$ cat src/hw/rtl/lsf_pkg.sv
package lsf_pkg;

    // Switch geometry.
    localparam int NUM_PORTS       = 4;
    localparam int QUEUE_BYTES_MAX = 2048;
    localparam int PORT_IDX_W      = (NUM_PORTS > 1) ? $clog2(NUM_PORTS) : 1;

    // Field widths fixed by the request and result formats.
    localparam int PORT_W   = 2;
    localparam int ID_W     = 32;
    localparam int PLEN_W   = 32;
    localparam int RLEN_W   = 16;
    localparam int TIME_W   = 48;
    localparam int STATUS_W = 3;
    localparam int MASK_W   = 4;

    // Configuration register widths, indexes and reset values.
    localparam int LIFE_W  = 32;
    localparam int MFB_W   = 12;
    localparam int QCAP_W  = 12;
    localparam int CFG_W   = 32;
    localparam int CFG_IDX_W = 2;

    localparam logic [CFG_IDX_W-1:0] CFG_CACHE_LIFETIME  = 2'd0;
    localparam logic [CFG_IDX_W-1:0] CFG_MAX_FRAME_BYTES = 2'd1;
    localparam logic [CFG_IDX_W-1:0] CFG_QUEUE_CAPACITY  = 2'd2;

    localparam logic [LIFE_W-1:0] LIFETIME_RESET = LIFE_W'(10 * 1000000);
    localparam logic [MFB_W-1:0]  MFB_RESET      = MFB_W'(128);
    localparam logic [QCAP_W-1:0] QCAP_RESET     = QCAP_W'(2048);

    // Header bytes added to every queued frame.
    localparam logic [MFB_W-1:0] HDR_BYTES = MFB_W'(16);

    // Queue fill counters only ever reach the smaller of the two capacity limits.
    localparam int QCAP_REG_MAX = (1 << QCAP_W) - 1;
    localparam int CAP_MAX = (QUEUE_BYTES_MAX < QCAP_REG_MAX) ? QUEUE_BYTES_MAX : QCAP_REG_MAX;
    localparam int FILL_W  = $clog2(CAP_MAX + 1);
    localparam int SUM_W   = ((FILL_W > MFB_W) ? FILL_W : MFB_W) + 1;

    typedef enum logic [1:0] {
        FUNC_WRITE      = 2'd0,
        FUNC_CONNECT    = 2'd1,
        FUNC_DISCONNECT = 2'd2,
        FUNC_READ       = 2'd3
    } lsf_func_t;

    typedef enum logic [STATUS_W-1:0] {
        STAT_OK        = 3'd0,
        STAT_WRITE_LEN = 3'd1,
        STAT_PAYLOAD   = 3'd2,
        STAT_BUSY      = 3'd3,
        STAT_SHORT     = 3'd4
    } lsf_status_t;

    typedef enum logic [2:0] {
        ST_IDLE,
        ST_EXEC,
        ST_SCAN,
        ST_PUSH,
        ST_DONE
    } lsf_state_t;

    typedef struct packed {
        lsf_func_t           func;
        logic [PORT_W-1:0]   port;
        logic [ID_W-1:0]     src_id;
        logic [ID_W-1:0]     dst_id;
        logic [PLEN_W-1:0]   payload_length;
        logic [RLEN_W-1:0]   request_length;
        logic [TIME_W-1:0]   now;
    } lsf_in_t;

    typedef struct packed {
        lsf_status_t         status;
        logic [MASK_W-1:0]   delivered_mask;
        logic [MASK_W-1:0]   dropped_mask;
        logic                broadcast;
    } lsf_out_t;

endpackage

$ cat src/hw/rtl/learning_switch_forwarder.sv
// Forwarding engine of a small learning switch. Each port holds a connected
// flag, one learned host identifier with an expiry time, and the byte count
// of its output queue. A request word is a frame write, a connect, a
// disconnect or a read drain; every request returns exactly one result word.
// A frame write learns the sender on its ingress port, checks the write and
// payload lengths, then looks for the first other connected port, in
// ascending order, whose learned identifier matches the destination and has
// not expired. It goes to that port alone, or is flooded to every other
// connected port when there is none; a queue without room drops it whole.
// The engine handles one request at a time under a small sequencer: it
// accepts the word, checks and learns (or finishes a connect, disconnect
// or read), examines the ports one at a time with the single shared
// identifier and expiry comparator, updates the queues one at a time
// through the single shared fill adder, and hands the result to the output
// register, waiting while that register still holds an unread result.
// The input stays ready only while the sequencer is idle and out of reset,
// but a finished result can sit in the output register while the next
// request is taken. The reset is synchronous, active low.
// Configuration registers are written via cfg_wr_en, cfg_index and cfg_wdata;
// the user must write them only while the engine is idle, which the block
// does not enforce. Index 0 is the cache lifetime in ticks, 1 the largest
// frame write and 2 the per-port queue capacity, in bytes; others are ignored.
module learning_switch_forwarder (
    input  logic                          aclk,
    input  logic                          aresetn,

    input  logic                          cfg_wr_en,
    input  logic [lsf_pkg::CFG_IDX_W-1:0] cfg_index,
    input  logic [lsf_pkg::CFG_W-1:0]     cfg_wdata,

    input  logic                          s_valid,
    output logic                          s_ready,
    input  lsf_pkg::lsf_in_t              s_data,

    output logic                          m_valid,
    input  logic                          m_ready,
    output lsf_pkg::lsf_out_t             m_data
);
    import lsf_pkg::*;

    localparam logic [PORT_IDX_W-1:0] LAST_IDX = PORT_IDX_W'(NUM_PORTS - 1);

    // Configuration registers.
    logic [LIFE_W-1:0] lifetime_reg;
    logic [MFB_W-1:0]  mfb_reg;
    logic [QCAP_W-1:0] qcap_reg;

    // Per-port state.
    logic              conn_reg   [NUM_PORTS];
    logic              conn_next  [NUM_PORTS];
    logic [ID_W-1:0]   host_reg   [NUM_PORTS];
    logic [ID_W-1:0]   host_next  [NUM_PORTS];
    logic [TIME_W-1:0] expiry_reg [NUM_PORTS];
    logic [TIME_W-1:0] expiry_next[NUM_PORTS];
    logic [FILL_W-1:0] fill_reg   [NUM_PORTS];
    logic [FILL_W-1:0] fill_next  [NUM_PORTS];

    // Sequencer and working registers.
    lsf_state_t        state_reg, state_next;
    logic [PORT_IDX_W-1:0] idx_reg, idx_next;
    lsf_in_t           req_reg;
    logic [MFB_W-1:0]  size_reg, size_next;
    logic              found_reg, found_next;
    lsf_status_t       status_reg, status_next;
    logic [MASK_W-1:0] dmask_reg, dmask_next;
    logic [MASK_W-1:0] xmask_reg, xmask_next;
    logic              bcast_reg, bcast_next;

    // Output register.
    logic              m_valid_reg, m_valid_next;
    lsf_out_t          m_data_reg, m_data_next;

    // Combinational helpers.
    logic [PORT_IDX_W-1:0] port_idx;
    logic                  port_ok;
    logic [MFB_W-1:0]      limit;
    logic [FILL_W-1:0]     cap;
    logic                  scan_hit;
    logic                  push_target;
    logic [SUM_W-1:0]      push_sum;
    logic                  push_fits;

    // Maps a port number to its bit in the 4-bit result masks; ports beyond
    // the mask width are served but not reported.
    function automatic logic [MASK_W-1:0] port_bit(input logic [PORT_IDX_W-1:0] p);
        logic [MASK_W-1:0] m;
        m = '0;
        for (int b = 0; b < MASK_W; b++) begin
            if (int'(p) == b) begin
                m[b] = 1'b1;
            end
        end
        return m;
    endfunction

    assign port_idx = PORT_IDX_W'(req_reg.port);
    assign port_ok  = int'(req_reg.port) < NUM_PORTS;
    assign limit    = (mfb_reg > HDR_BYTES) ? (mfb_reg - HDR_BYTES) : '0;

    // Effective capacity is the register clipped to the queue size.
    assign cap = (int'(qcap_reg) > CAP_MAX) ? FILL_W'(CAP_MAX) : FILL_W'(qcap_reg);

    // Shared comparator: does the port under the scan index hold a live
    // entry for the destination?
    assign scan_hit = (idx_reg != port_idx) && conn_reg[idx_reg]
                   && (host_reg[idx_reg] == req_reg.dst_id)
                   && (req_reg.now < expiry_reg[idx_reg]);

    // Shared fill adder: room check for the queue under the scan index.
    assign push_sum    = SUM_W'(fill_reg[idx_reg]) + SUM_W'(size_reg);
    assign push_fits   = push_sum <= SUM_W'(cap);
    assign push_target = found_reg || ((idx_reg != port_idx) && conn_reg[idx_reg]);

    assign s_ready = (state_reg == ST_IDLE) && aresetn;
    assign m_valid = m_valid_reg;
    assign m_data  = m_data_reg;

    always_comb begin
        state_next   = state_reg;
        idx_next     = idx_reg;
        size_next    = size_reg;
        found_next   = found_reg;
        status_next  = status_reg;
        dmask_next   = dmask_reg;
        xmask_next   = xmask_reg;
        bcast_next   = bcast_reg;
        m_valid_next = m_valid_reg && !m_ready;
        m_data_next  = m_data_reg;
        conn_next    = conn_reg;
        host_next    = host_reg;
        expiry_next  = expiry_reg;
        fill_next    = fill_reg;

        unique case (state_reg)
            ST_IDLE: begin
                if (s_valid) begin
                    state_next  = ST_EXEC;
                    idx_next    = '0;
                    found_next  = 1'b0;
                    status_next = STAT_OK;
                    dmask_next  = '0;
                    xmask_next  = '0;
                    bcast_next  = 1'b0;
                end
            end

            ST_EXEC: begin
                state_next = ST_DONE;
                size_next  = MFB_W'(req_reg.payload_length) + HDR_BYTES;
                if (port_ok) begin
                    unique case (req_reg.func)
                        FUNC_WRITE: begin
                            if (req_reg.request_length > RLEN_W'(mfb_reg)) begin
                                status_next = STAT_WRITE_LEN;
                            end else begin
                                host_next[port_idx]   = req_reg.src_id;
                                expiry_next[port_idx] = req_reg.now + TIME_W'(lifetime_reg);
                                if (req_reg.payload_length > PLEN_W'(limit)) begin
                                    status_next = STAT_PAYLOAD;
                                end else begin
                                    state_next = ST_SCAN;
                                end
                            end
                        end
                        FUNC_CONNECT: begin
                            if (conn_reg[port_idx]) begin
                                status_next = STAT_BUSY;
                            end else begin
                                conn_next[port_idx]   = 1'b1;
                                expiry_next[port_idx] = '0;
                            end
                        end
                        FUNC_DISCONNECT: begin
                            conn_next[port_idx] = 1'b0;
                        end
                        FUNC_READ: begin
                            if (RLEN_W'(fill_reg[port_idx]) < req_reg.request_length) begin
                                status_next = STAT_SHORT;
                            end else begin
                                fill_next[port_idx] = fill_reg[port_idx]
                                                    - FILL_W'(req_reg.request_length);
                            end
                        end
                        default: begin
                            state_next = ST_DONE;
                        end
                    endcase
                end
            end

            ST_SCAN: begin
                if (scan_hit) begin
                    found_next = 1'b1;
                    state_next = ST_PUSH;
                end else if (idx_reg == LAST_IDX) begin
                    bcast_next = 1'b1;
                    idx_next   = '0;
                    state_next = ST_PUSH;
                end else begin
                    idx_next = idx_reg + 1'b1;
                end
            end

            ST_PUSH: begin
                if (push_target) begin
                    if (push_fits) begin
                        fill_next[idx_reg] = FILL_W'(push_sum);
                        dmask_next = dmask_reg | port_bit(idx_reg);
                    end else begin
                        xmask_next = xmask_reg | port_bit(idx_reg);
                    end
                end
                if (found_reg || idx_reg == LAST_IDX) begin
                    state_next = ST_DONE;
                end else begin
                    idx_next = idx_reg + 1'b1;
                end
            end

            ST_DONE: begin
                if (!m_valid_reg || m_ready) begin
                    m_valid_next               = 1'b1;
                    m_data_next.status         = status_reg;
                    m_data_next.delivered_mask = dmask_reg;
                    m_data_next.dropped_mask   = xmask_reg;
                    m_data_next.broadcast      = bcast_reg;
                    state_next                 = ST_IDLE;
                end
            end

            default: begin
                state_next = ST_IDLE;
            end
        endcase
    end

    // Control state, configuration and per-port tables.
    always_ff @(posedge aclk) begin
        if (!aresetn) begin
            state_reg    <= ST_IDLE;
            m_valid_reg  <= 1'b0;
            lifetime_reg <= LIFETIME_RESET;
            mfb_reg      <= MFB_RESET;
            qcap_reg     <= QCAP_RESET;
            for (int p = 0; p < NUM_PORTS; p++) begin
                conn_reg[p]   <= 1'b0;
                host_reg[p]   <= '0;
                expiry_reg[p] <= '0;
                fill_reg[p]   <= '0;
            end
        end else begin
            state_reg   <= state_next;
            m_valid_reg <= m_valid_next;
            conn_reg    <= conn_next;
            host_reg    <= host_next;
            expiry_reg  <= expiry_next;
            fill_reg    <= fill_next;
            if (cfg_wr_en) begin
                unique case (cfg_index)
                    CFG_CACHE_LIFETIME:  lifetime_reg <= LIFE_W'(cfg_wdata);
                    CFG_MAX_FRAME_BYTES: mfb_reg      <= MFB_W'(cfg_wdata);
                    CFG_QUEUE_CAPACITY:  qcap_reg     <= QCAP_W'(cfg_wdata);
                    default: begin
                    end
                endcase
            end
        end
    end

    // Working payload registers.
    always_ff @(posedge aclk) begin
        if (s_valid && s_ready) begin
            req_reg <= s_data;
        end
        idx_reg    <= idx_next;
        size_reg   <= size_next;
        found_reg  <= found_next;
        status_reg <= status_next;
        dmask_reg  <= dmask_next;
        xmask_reg  <= xmask_next;
        bcast_reg  <= bcast_next;
        m_data_reg <= m_data_next;
    end

    // A frame never lands in and is dropped from the same queue.
    assert property (@(posedge aclk) disable iff (!aresetn)
        m_valid |-> (m_data.delivered_mask & m_data.dropped_mask) == '0)
        else $error("port both delivered and dropped");

    // A forwarded (not flooded) frame targets one port at most.
    assert property (@(posedge aclk) disable iff (!aresetn)
        m_valid && !m_data.broadcast |-> $onehot0(m_data.delivered_mask | m_data.dropped_mask))
        else $error("unicast frame reached several ports");

    // Any failure status comes with empty masks and no flood.
    assert property (@(posedge aclk) disable iff (!aresetn)
        m_valid && m_data.status != STAT_OK |->
            m_data.delivered_mask == '0 && m_data.dropped_mask == '0 && !m_data.broadcast)
        else $error("failed request reports forwarding");

    // Requests other than frame writes never forward.
    assert property (@(posedge aclk) disable iff (!aresetn)
        state_reg == ST_DONE && req_reg.func != FUNC_WRITE |->
            dmask_reg == '0 && xmask_reg == '0 && !bcast_reg)
        else $error("non-frame request forwarded");

    // An accepted request always starts with the check step.
    assert property (@(posedge aclk) disable iff (!aresetn)
        s_valid && s_ready |=> state_reg == ST_EXEC)
        else $error("accepted word not executed");

endmodule

$ cat config.mk
export PLATFORM = sky130hd
export DESIGN_NAME = learning_switch_forwarder
export DESIGN_NICKNAME = d
export VERILOG_FILES = /design/src/hw/rtl/lsf_pkg.sv /design/src/hw/rtl/learning_switch_forwarder.sv
export SDC_FILE = /design/constraint.sdc
export NUM_CORES = 1
export LEC_CHECK = 0
export ABC_AREA = 0
export BUFFER_PORTS_ARGS = -buffer_cell sky130_fd_sc_hd__clkbuf_2
export CORE_MARGIN = 3
export CORE_UTILIZATION = 39
export CTS_CLUSTER_SIZE = 14
export DETAILED_ROUTE_END_ITERATION = 6
export MAX_ROUTING_LAYER = met4
export PLACE_DENSITY = 0.62
export SYNTH_ARGS = -nofsm -noshare
export SYNTH_HDL_FRONTEND = slang
export SYNTH_SLANG_ARGS = --single-unit
$ cat constraint.sdc
create_clock -name aclk -period 19.9 [get_ports aclk]
set_clock_uncertainty 0.05 [all_clocks]
set_input_delay 3.98 -clock aclk [delete_from_list [all_inputs] [get_ports aclk]]
set_output_delay 3.98 -clock aclk [all_outputs]
set_load 0.02 [all_outputs]
==> flow_metrics.py <==
metrics = {
    "yosys": {
        "async_flop_share_pct": 0,
        "ys_seq_area_share_pct": 46.7,
        "synth_edf_count": 203,
        "synth_top_family_by_area": "compound AO/OA/AOI/OAI gates",
        "synth-simple-area-share_pct": 13.6,
        "synth.cell_area_um2": 31500,
        "netlist_instances": 2863,
        "synth_compound_area_share_pct": 14.4,
        "ys_warn_count": 0,
        "synthAdderAreaFrac_pct": 6.14,
        "ys_seq_elements": 635,
        "ys_types": 92,
        "synthXorXnorAreaFrac_pct": 2.50,
        "syn_avg_cell_area_um2": 11.0,
        "synth_flop_cell": "dfxtp_1",
        "synthMuxAreaShare_pct": 13.1,
        "synthesis.nets": 3219,
    },
    "die": {
        "die_width_um": 290,
        "start_util_pct": 39.7,
        "ioPinCount": 217,
        "die_area_um2": 84300,
        "core_area_um2": 79500,
        "rows": 103,
        "die_h_um": 290,
    },
    "finish": {
        "regArea_um2": 14700,
        "multi_input_area_um2": 15700,
        "n_fill_cell": 7385,
        "largest_reg_flops": 192,
        "drive_gt1_share_pct": 16.3,
        "mostFrequentLayoutCells": "dfxtp_1, nand2_1, nor2b_1, clkbuf_2, edfxtp_1",
        "final_nets": 3391,
        "mostFrequentLayoutCell": "dfxtp_1",
        "syn_to_final_growth_pct": 14.3,
    },
    "clocking": {
        "htreeDepth": 3,
        "cts_made_buffers": 73,
        "ctsRootBufferMaster": "clkbuf_16",
        "clock_latency_ps": 610,
        "cts_max_path_buffers": 3,
        "post-cts-setup-buffer-count": 0,
        "ctsResizeCount": 0,
        "cts.clk_slew.worst_paths_ps": 50,
        "clock-sinks": 635,
        "cts_hold_buf": 0,
        "cts_tree": "done",
    },
    "place": {
        "io_buffers": 216,
        "dp_slack_ps": 10860,
        "gp_congestion": 0.877,
        "dpl.hpwl_um": 59500,
    },
    "detailed_routing": {
        "m1WireLength_um": 40600,
        "first_pass_iters": 5,
        "top_layer": "met4",
        "drtIter0Drc": 1662,
        "via_per_inst": 5.53,
        "num_vias": 22900,
        "drc": 0,
        "wl_um": 86200,
        "wl_per_cell_um": 20.8,
        "antenna_left": 0,
        "dr_wl_met2_um": 38400,
        "wl_met3_um": 5250,
    },
    "global_routing": {
        "grt_usage_pct": 20.5,
        "grt_pass1_vias": 22300,
        "antenna_found_initial": 1,
        "grt_pass1_wl_um": 133000,
        "grt_overflow_total": 0,
        "grt_max_degree": 121,
    },
    "sta": {
        "timing.slew.headroom_pct": 27.3,
        "period_share_pct": 45.3,
        "tightest_slew_ps": 1090,
        "max_freq_ghz": 0.111,
        "hold_viol": 0,
        "finalCriticalPeriod_ps": 9010,
        "hold_slack_ps": 372,
        "finalSetupViolCount": 0,
        "finalWorstSetupSlack_ps": 10890,
        "slew_viol_final": 0,
        "rsz0062_at_grt": "false",
        "setup-tns-final_ps": 0,
    },
    "worst_setup_path": {
        "cp-end-kind": "primary output",
        "crit_buf_inv": 2,
        "arrival_ps": 4980,
        "path_class": "in -> out",
        "start_kind": "primary input",
        "critPathSlowestCell": "nor4b_1",
        "cp.required_ps": 15870,
        "crit_path_cell_trace": "clkbuf_8, nor4b_1, clkbuf_2",
        "worstPathMaxFanout": 69,
        "critPathMaxStageDelay_ps": 380,
        "path_delay_family": "buffers and inverters",
    },
    "power_and_ir_drop": {
        "p_leak_nw": 14.3,
        "peakVddDrop_mv": 0.0684,
        "power_mw": 2.98,
        "power_density_nw_per_um2": 82.7,
    },
    "run_status": {
        "status": "completed",
    },
    "job": {
        "maxCapViolations": 0,
    },
    "min_path": {
        "hp-class": "reg -> reg",
    },
}
-- power by group --
group / switching, mW / internal (mW)
sequential: 0.0210 / 1.37
combinational: 0.142 / 0.0841
clock: 0.540 / 0.829
-- metrics by stage --
stage / instances / util, % / area [um2]
floorplan: 2863 / - / 31500
global placement: 4010 / 42.2 / 33600
detailed placement: 4010 / 42.2 / 33600
CTS: 4143 / 45.3 / 36000
global route: 4144 / 45.3 / 36000
finish: 4144 / 45.3 / 36000
-- final timing paths --
check	start	end	slack (ps)	cells after the start
worst max-delay path	aresetn	s_ready	10890	3
worst min-delay path	status_reg[2]$_SDFFCE_PP0P_	m_data[11]$_DFFE_PP_	370	0
worst max register to register	idx_reg[1]$_SDFFCE_PN0P_	fill_reg[31]$_SDFFE_PN0P_	12770	21
worst min register to register	status_reg[2]$_SDFFCE_PP0P_	m_data[11]$_DFFE_PP_	370	0
-- worst register-to-register path, cell delays in order, from the launching register on --
cell and delay, ps:
edfxtp_1 340, buf_4 600, buf_4 770, mux4_2 450, ha_1 230, a211o_1 310
a2111oi_0 520, o21ai_0 230, a31o_2 300, a21oi_1 180, xor2_1 350, inv_1 90
ha_1 300, and3_1 160, nand4_1 120, nor3_1 190, a311o_1 210, o211ai_4 190
a2111oi_4 790, buf_4 320, o221ai_1 140, o211a_1 160
-- kinds of logic (layout without fill, tap and decap cells) --
family,count (synthesis),count (layout)
and+or+nand+nor,834,834
DFF,635,635
AOI/OAI and AO/OA,589,589
muxes,291,291
buffers and inverters,271,501
adders and majority gates,153,153
xor gates and xnor gates,90,90
other,0,1
-- layout make-up --
class,count,area share [%]
Clock buffer,106,5.96
Tap cell,1050,3.64
Sequential cell,635,40.9
Antenna cell,1,0.00694
Timing Repair Buffer,253,3.83
Clock inverter,27,0.850
Multi-Input combinational cell,1957,43.6
Inverter,115,1.20
-- synth_stat cells (15+ instances only) --
library cell	instances	share of area, %
nor4_1	15	0.30
dfxtp_1	432	27
o21a_1	17	0.40
xor2_1	31	0.86
nand3_1	57	0.90
a21boi_0	49	1.2
nor2b_1	236	4.7
edfxtp_1	203	19
o211a_1	22	0.70
a211oi_1	22	0.52
o21ai_0	57	0.90
inv_1	113	1.3
a21oi_1	74	1.2
o22ai_1	26	0.52
and3_1	20	0.40
nand2_1	246	2.9
mux4_2	96	6.9
a21o_1	22	0.52
mux2i_1	193	6.1
clkbuf_1	96	1.1
nor2_1	107	1.3
a221o_1	15	0.48
xnor2_1	59	1.6
ha_1	150	6.0
nor3_1	37	0.59
a22oi_1	51	1.2
nand4_1	39	0.77
and2_1	21	0.42
o2bb2ai_1	17	0.47
buf_2	37	0.59
a22o_1	92	2.6
-- routing by layer --
metal  vias up  track usage (%)
li1      10900                -
met1     11100             29.2
met2       702             30.7
met3       139             2.99
met4         0             5.46
met5         -                -
Power figures use the tool's default switching activity.
